[config.mk]
export PLATFORM = sky130hd
export DESIGN_NAME = entf_ram
export DESIGN_NICKNAME = d
export VERILOG_FILES = /design/src/hw/rtl/entf_ram.sv
export SDC_FILE = /design/constraint.sdc
export NUM_CORES = 1
export LEC_CHECK = 0
export BUFFER_PORTS_ARGS = -buffer_cell sky130_fd_sc_hd__buf_2
export CAP_MARGIN = 10
export CORE_ASPECT_RATIO = 0.5
export CORE_MARGIN = 4
export CORE_UTILIZATION = 25
export CTS_CLUSTER_DIAMETER = 100
export DETAILED_ROUTE_END_ITERATION = 6
export PLACE_DENSITY_LB_ADDON = 0.3
export SLEW_MARGIN = 20
export SYNTH_ARGS = -nofsm -noshare
export SYNTH_HDL_FRONTEND = slang
export SYNTH_SLANG_ARGS = --single-unit
[constraint.sdc]
create_clock -name clk -period 2 [get_ports clk]
set_input_delay 0 -clock clk [delete_from_list [all_inputs] [get_ports clk]]
set_output_delay 0 -clock clk [all_outputs]
set_load 0.03 [all_outputs]
[src/hw/rtl/entf_ram.sv]
`default_nettype none
module entf_ram #(
  parameter int WIDTH = 8,
  parameter int DEPTH = 16
) (
  input  wire logic                     clk,
  input  wire logic                     wen,
  input  wire logic [$clog2(DEPTH)-1:0] waddr,
  input  wire logic [WIDTH-1:0]         wdata,
  input  wire logic [$clog2(DEPTH)-1:0] raddr,
  output logic      [WIDTH-1:0]         rdata
);

  logic [WIDTH-1:0] mem [DEPTH];

  always_ff @(posedge clk) begin
    if (wen) begin
      mem[waddr] <= wdata;
    end
    rdata <= mem[raddr];
  end

endmodule
`default_nettype wire

; ---- After elaboration in Yosys (flattened, before gate mapping)
; Memory sizes are Yosys's and may differ from the RTL's. A register that Yosys moved wholly into a read port is not among the register bits.
; Index checks and enable logic that the tools add are counted.
[classes]
shift = 0
n_eq_ne = 0
bitwise_logic = 0
n_addsub = 0
reduce_logical = 0
n_div = 0
order_cmp = 0
mul = 0
mux = 2
[op_table]
columns = operator, n
row1 = two-way mux 1 bit, 2
[word_totals]
output_inout_bits = 8
register_bits = 0
latchBits = 0
elab_cells = 3
n_memories = 1
mem_bits_ro = 0
ramBits = 128
[mem_list]
columns = memory, words, width, read_ports, rd_clocked_by_memory_dff, write_ports, line_no
row1 = mem, 16, 8, 1, 1, 1, 14  ; logic [WIDTH-1:0] mem [DEPTH];

; ---- Logic depth before layout (Yosys ltp)
; Gate-level depths: netlist of the first run.
[depth]
depth_word = 2
mapped_depth = 5
ltp_nobuf = 3

; ---- Least setup slack after synthesis of the first run
; OpenSTA, ideal clock, no wires.
[synth_timing]
path_kind = input to register
from = in waddr[2]
to = mem mem[0][0] (enable)
path_buffers = 0
setup_ns = 0.383
required_ns = 1.617
arrival_ns = 1.110
slack_ns = 0.507
stages = 2
cell_sequence = or3b_2 nor3_1
[synth_lines]
columns = item, line_no
row1 = from (decl), 8  ; input wire logic [$clog2(DEPTH)-1:0] waddr,
row2 = to (decl), 14
; Straight into the memory's write port.

==> reports/qor.yml, run 1 <==
place:
  dp_slack_ns: 0.541
  port_buffers: 25
  hpwl_um: 6750
  gp_congestion: 0.693
  dp_cells: 529
  place_area_sq_mm: 0.00569
cts:
  cts_buffers: 17
  path_clk_slew_ns: 0.05
  cts-root-buf: "clkbuf_16"
  clock_path_buffers: 2
  cts_sinks: 136
  cts_setup_buffers: 0
  clk_latency_ns: 0.41
  cts_tree: "yes"
  cts-htree-levels: 4
synthesis:
  yosys-top-cells-area: "edfxtp_1 (75%), mux4_2 (7.9%), mux4_1 (7.1%), dfxtp_1 (3.1%), a22oi_1 (2.3%)"
  ys_types: 19
  avgSynthCellArea_sq_um: 22.5
  synthFlopType: "edfxtp_1"
  seq_area_frac_synth_pct: 77.8
  synth_top_cell_by_area: "edfxtp_1"
  synth_warnings: 0
  syn_inst: 229
  ys_seq_elements: 136
  synth_area_sq_mm: 0.00515
  synth_edf_count: 128
  synth_nets: 247
  netlist.area_leader.share_pct: 74.7
  yosys.cell_count.top_type: "edfxtp_1"
  synth_common_cells: "edfxtp_1 (128), mux4_2 (18), a22oi_1 (16), mux4_1 (14), nor2_1 (13)"
  async_flop_share_pct: 0
pwr:
  p_int_mw: 5.12
  p_clk_share_pct: 44.7
  swShare_pct: 20.1
  power_frac_comb_pct: 5.3
  seq_power_share_pct: 50.0
  p_sw_mw: 1.29
  p_leak_nw: 2.11
  max-vdd-ir-drop_uv: 523
  powerDensity_mw_per_mm2: 1020
  totalPowerFinal_mw: 6.41
global_route:
  grt.overflow.total: 0
  grtUsageTotal_pct: 9.60
  grt_pass1_wl_um: 16100
  grt_max_degree: 33
  antenna_found_initial: 0
  grt_pass1_vias: 2658
die:
  core_sq_mm: 0.0198
  die_y_um: 109
  rows: 36
  io_pins: 26
  fp.dieW_um: 211
  die_area_sq_mm: 0.0231
  initial_utilization_pct: 26.0
routing:
  first_iter_violations: 149
  via_per_inst: 4.36
  detail-route-antenna-nets: 0
  wl_per_cell_um: 18.1
  drcViolationCount: 0
  dr.pass1.iters: 4
  num_vias: 2477
  drt_wl_total_um: 10300
flow_run:
  maxCapViolCount: 0
timing:
  setup_ws_ns: 0.636
  rsz0062_at_grt: "no"
  fin_crit_sh_pct: 68.2
  timing.fmax_mhz: 733
  fin_setup_tns_ns: 0
  worst_slew_pin_slew_ns: 0.741
  final_hold_viol_count: 0
  slew_viol_final: 0
  hold-worst-slack_ns: 0.165
  clock_skew_ns: 0.00415
  slew_headroom_pct: 50.5
  fin_crit_ns: 1.36
  setup_viol: 0
final_layout:
  n_antenna_cell: 0
  final_util_pct: 31.8
  area.growth.synth_to_final_pct: 22.6
  final_layout_size_suffix_gt1_share_pct: 29.5
  finalNetCount: 308
  final_cells: 568
  design_area_sq_mm: 0.00631
worst_setup_path:
  critPathRequiredTime_ns: 2.29
  worst_setup_path_start_kind: "register"
  worstPathCellList: "mux4_1 -> a22oi_1 -> nand2_1"
  arrival_ns: 1.65
  critPathCaptureType: "register"
  worst_path_max_delay_cell: "mux4_1"
  max_stage_delay_ns: 0.52
  crit_type: "reg -> reg"
  crit_path_max_fanout: 1
  r2r_cells: 3
worst_hold_path:
  min_path_cells: 3
  worstHoldPathType: "in -> reg"
status:
  status: "completed"
## flip-flops by register name, indices dropped and copies added, names as in the netlist
register  cells
mem         128
rdata         8
## cells in the final DEF (no fill, tap or decap), drive strengths merged
cell type | Yosys | routed
a22oi | 16 | 16
and2 | 1 | 1
and2b | 1 | 1
buf | 7 | 44
bufinv | 0 | 2
clkbuf | 0 | 19
clkinv | 0 | 10
dfxtp | 8 | 8
dlygate4sd3 | 0 | 8
edfxtp | 128 | 128
mux4 | 32 | 32
nand2 | 9 | 9
nand2b | 2 | 2
nand3 | 1 | 1
nand3b | 2 | 2
nor2 | 13 | 13
nor2b | 1 | 1
nor3 | 4 | 4
or3b | 1 | 1
## logic make-up (layout without fill, tap and decap cells)
kind of cell | Yosys count | after routing | share of synthesized area, %
buffers and inverters | 10 | 83 | 1.68
DFF | 136 | 136 | 77.8
muxes | 32 | 32 | 15.0
and+or+nand+nor | 35 | 35 | 3.18
AOI/OAI and AO/OA | 16 | 16 | 2.33
## worst max-delay path: cells and delay by family, from the launching register on
kind / cells / cell delay (ns)
compound gates: 1 / 0.27
flops: 1 / 0.38
simple gates: 1 / 0.08
mux: 1 / 0.52
## power by group through the flow
stage          Clock (mW)  Sequential (mW)  Combinational (mW)
2_1_floorplan           0             3.30               0.162
5_1_grt              3.05             3.21               0.374
4_1_cts              2.91             3.21               0.350
6_report             2.87             3.21               0.343
3_3_place_gp            0             3.26               0.330
3_5_place_dp            0             3.26               0.337
## final timing paths
| check | startpoint | end | slack, ns |
|---|---|---|---|
| max reg2reg | mem[9][5] | rdata[5] | 0.64 |
| max | mem[9][5] | rdata[5] | 0.64 |
| min | waddr[0] | mem[8][0] | 0.16 |
| min reg2reg | mem[7][0] | rdata[0] | 0.67 |
## layout make-up
| type | instances | area [sq um] |
|---|---|---|
| timing repair buffer | 52 | 373 |
| clock buffer | 19 | 433 |
| tap | 266 | 333 |
| sequential | 136 | 4000 |
| multi-input combinational | 83 | 1060 |
| fill | 1885 | 13500 |
| clock inverter | 12 | 110 |
## layer usage
layer  vias up  share of wire, %  GRT usage (%)
met3        12               3.7           3.16
met1      1336                45           11.8
met2        33                50           16.0
met5         -                 0              0
li1       1096                 -              -
met4         0               1.5           3.79
## what timing repair did
item	4_1_cts	5_1_grt
endpoints found under the hold margin	128	0
setup endpoints to repair	0	0
gates resized for setup	0	0
hold buffers	8	0
Power figures use the tool's default switching activity.
==> run 2: changes to the inputs <==
clock period = 1.15 ns   (was 2 ns; I/O delays follow)
==> reports/qor.yml, run 2 (same netlist as run 1, synthesis figures left out) <==
routing:
  detail-route-antenna-nets: 0
  drt_wl_total_um: 10400
  drcViolationCount: 0
  dr.pass1.iters: 4
  via_per_inst: 4.27
  first_iter_violations: 248
  wl_per_cell_um: 18.1
  num_vias: 2453
worst_setup_path:
  cp_top_family: "multiplexers"
  critPathRequiredTime_ns: 1.43
  critical_path_buf_inv_count: 0
  arrival_ns: 1.58
  worstPathCellList: "mux4_2 -> a22oi_2 -> nand2_1"
  critPathCaptureType: "register"
  max_stage_delay_ns: 0.48
  r2r_cells: 3
  worst_path_max_delay_cell: "mux4_2"
  crit_path_max_fanout: 1
  worst_setup_path_start_kind: "register"
  cp_num_cells: 3
  crit_type: "reg -> reg"
global_route:
  grt.overflow.total: 0
  grtUsageTotal_pct: 9.54
  grt_pass1_wl_um: 16000
  antenna_found_initial: 0
  grt_pass1_vias: 2617
  grt_max_degree: 22
place:
  port_buffers: 25
  dp_cells: 534
  place_area_sq_mm: 0.00571
  dp_slack_ns: -0.377
  hpwl_um: 6630
  gp_congestion: 0.729
final_layout:
  area.growth.synth_to_final_pct: 25.2
  multi_input_area_sq_mm: 0.00107
  final_layout_size_suffix_gt1_share_pct: 39.6
  finalNetCount: 313
  largest_reg_flops: 128
  register_area_sq_mm: 0.00400
  final_util_pct: 32.5
  top_register: "mem"
  design_area_sq_mm: 0.00644
  n_antenna_cell: 0
  final_common_cell: "edfxtp_1"
  final_cells: 574
  reg_top3: "mem: 128 flops, rdata: 8 flops"
  layout_common_cells: "edfxtp_1 (128), mux4_2 (31), buf_2 (25)"
  fillers: 1877
die:
  die_y_um: 109
  rows: 36
  die_area_sq_mm: 0.0231
  initial_utilization_pct: 26.0
  core_sq_mm: 0.0198
  fp.dieW_um: 211
  io_pins: 26
status:
  status: "complete, but fails checks"
  violations: "setup timing"
cts:
  cts-root-buf: "clkbuf_16"
  path_clk_slew_ns: 0.06
  cts_buffers: 17
  clock_path_buffers: 2
  cts_tree: "yes"
  cts_sinks: 136
  cts-htree-levels: 4
  clk_latency_ns: 0.40
  cts_setup_buffers: 0
flow_run:
  maxCapViolCount: 0
timing:
  slew_viol_final: 0
  fin_setup_tns_ns: -0.726
  slew_headroom_pct: 31.4
  setup_ws_ns: -0.152
  setup_viol: 8
  final_hold_viol_count: 0
  fin_crit_ns: 1.30
  clock_skew_ns: 0.00647
  timing.fmax_mhz: 768
  fin_crit_sh_pct: 113
  worst_slew_pin_slew_ns: 1.03
  rsz0062_at_grt: "yes"
worst_hold_path:
  worstHoldPathType: "in -> reg"
  min_path_cells: 3
pwr:
  p_leak_nw: 2.11
  powerDensity_mw_per_mm2: 1820
  max-vdd-ir-drop_uv: 926
run 2: report_power, final:
group | switching, mW | internal, mW | leakage, nW
registers | 0.0320 | 5.54 | 1.22
logic | 0.381 | 0.273 | 0.596
clock network | 1.92 | 3.60 | 0.288
total | 2.33 | 9.41 | 2.11
run 2: path summary, 6_finish.rpt:
kind,slack (ns),start,to
min,0.18,waddr[0],mem[0][7]
max,-0.15,mem[3][7],rdata[7]
min reg2reg,0.68,mem[4][6],rdata[6]
max reg2reg,-0.15,mem[3][7],rdata[7]
run 2: worst register-to-register path: cells and delay by family, from the launching register on:
kind             cells  cell delay, ns
AND/OR/NAND/NOR      1            0.10
multiplexers         1            0.48
flip-flops           1            0.36
AO/OA/AOI/OAI        1            0.24
run 2: through the flow:
stage / power (mW) / hold WS (ns)
floorplan: 6.02 / 0.0989
global placement: 6.28 / 0.384
detailed placement: 6.29 / 0.402
CTS: 11.9 / 0.00149
global route: 12.2 / 0.171
finish: 11.7 / 0.184
run 2: repair_timing:
item	in CTS	in global routing
hold endpoints to repair	112	11
pin swaps	5	4
hold buffers	7	1
cloned	0	0
setup endpoints to repair	8	8
gates resized for setup	8	5
run 2: routing by layer:
| metal | vias to the layer above | GRT usage (%) | wire length [um] | part of all wire, % |
|---|---|---|---|---|
| li1 | 1093 | - | - | - |
| met2 | 48 | 16.6 | 5350 | 52 |
| met4 | 0 | 2.91 | 136 | 1.3 |
| met5 | - | 0 | 0 | 0 |
| met1 | 1301 | 11.9 | 4510 | 43 |
| met3 | 11 | 2.57 | 373 | 3.6 |
run 2: cell type report:
type                    count  area share (%)
flip-flops and latches    136            62.1
clock inverters            14            2.82
multi-input cells          83            16.7
repair buffers             57            6.56
clock buffers              18            6.66
well taps                 266            5.17
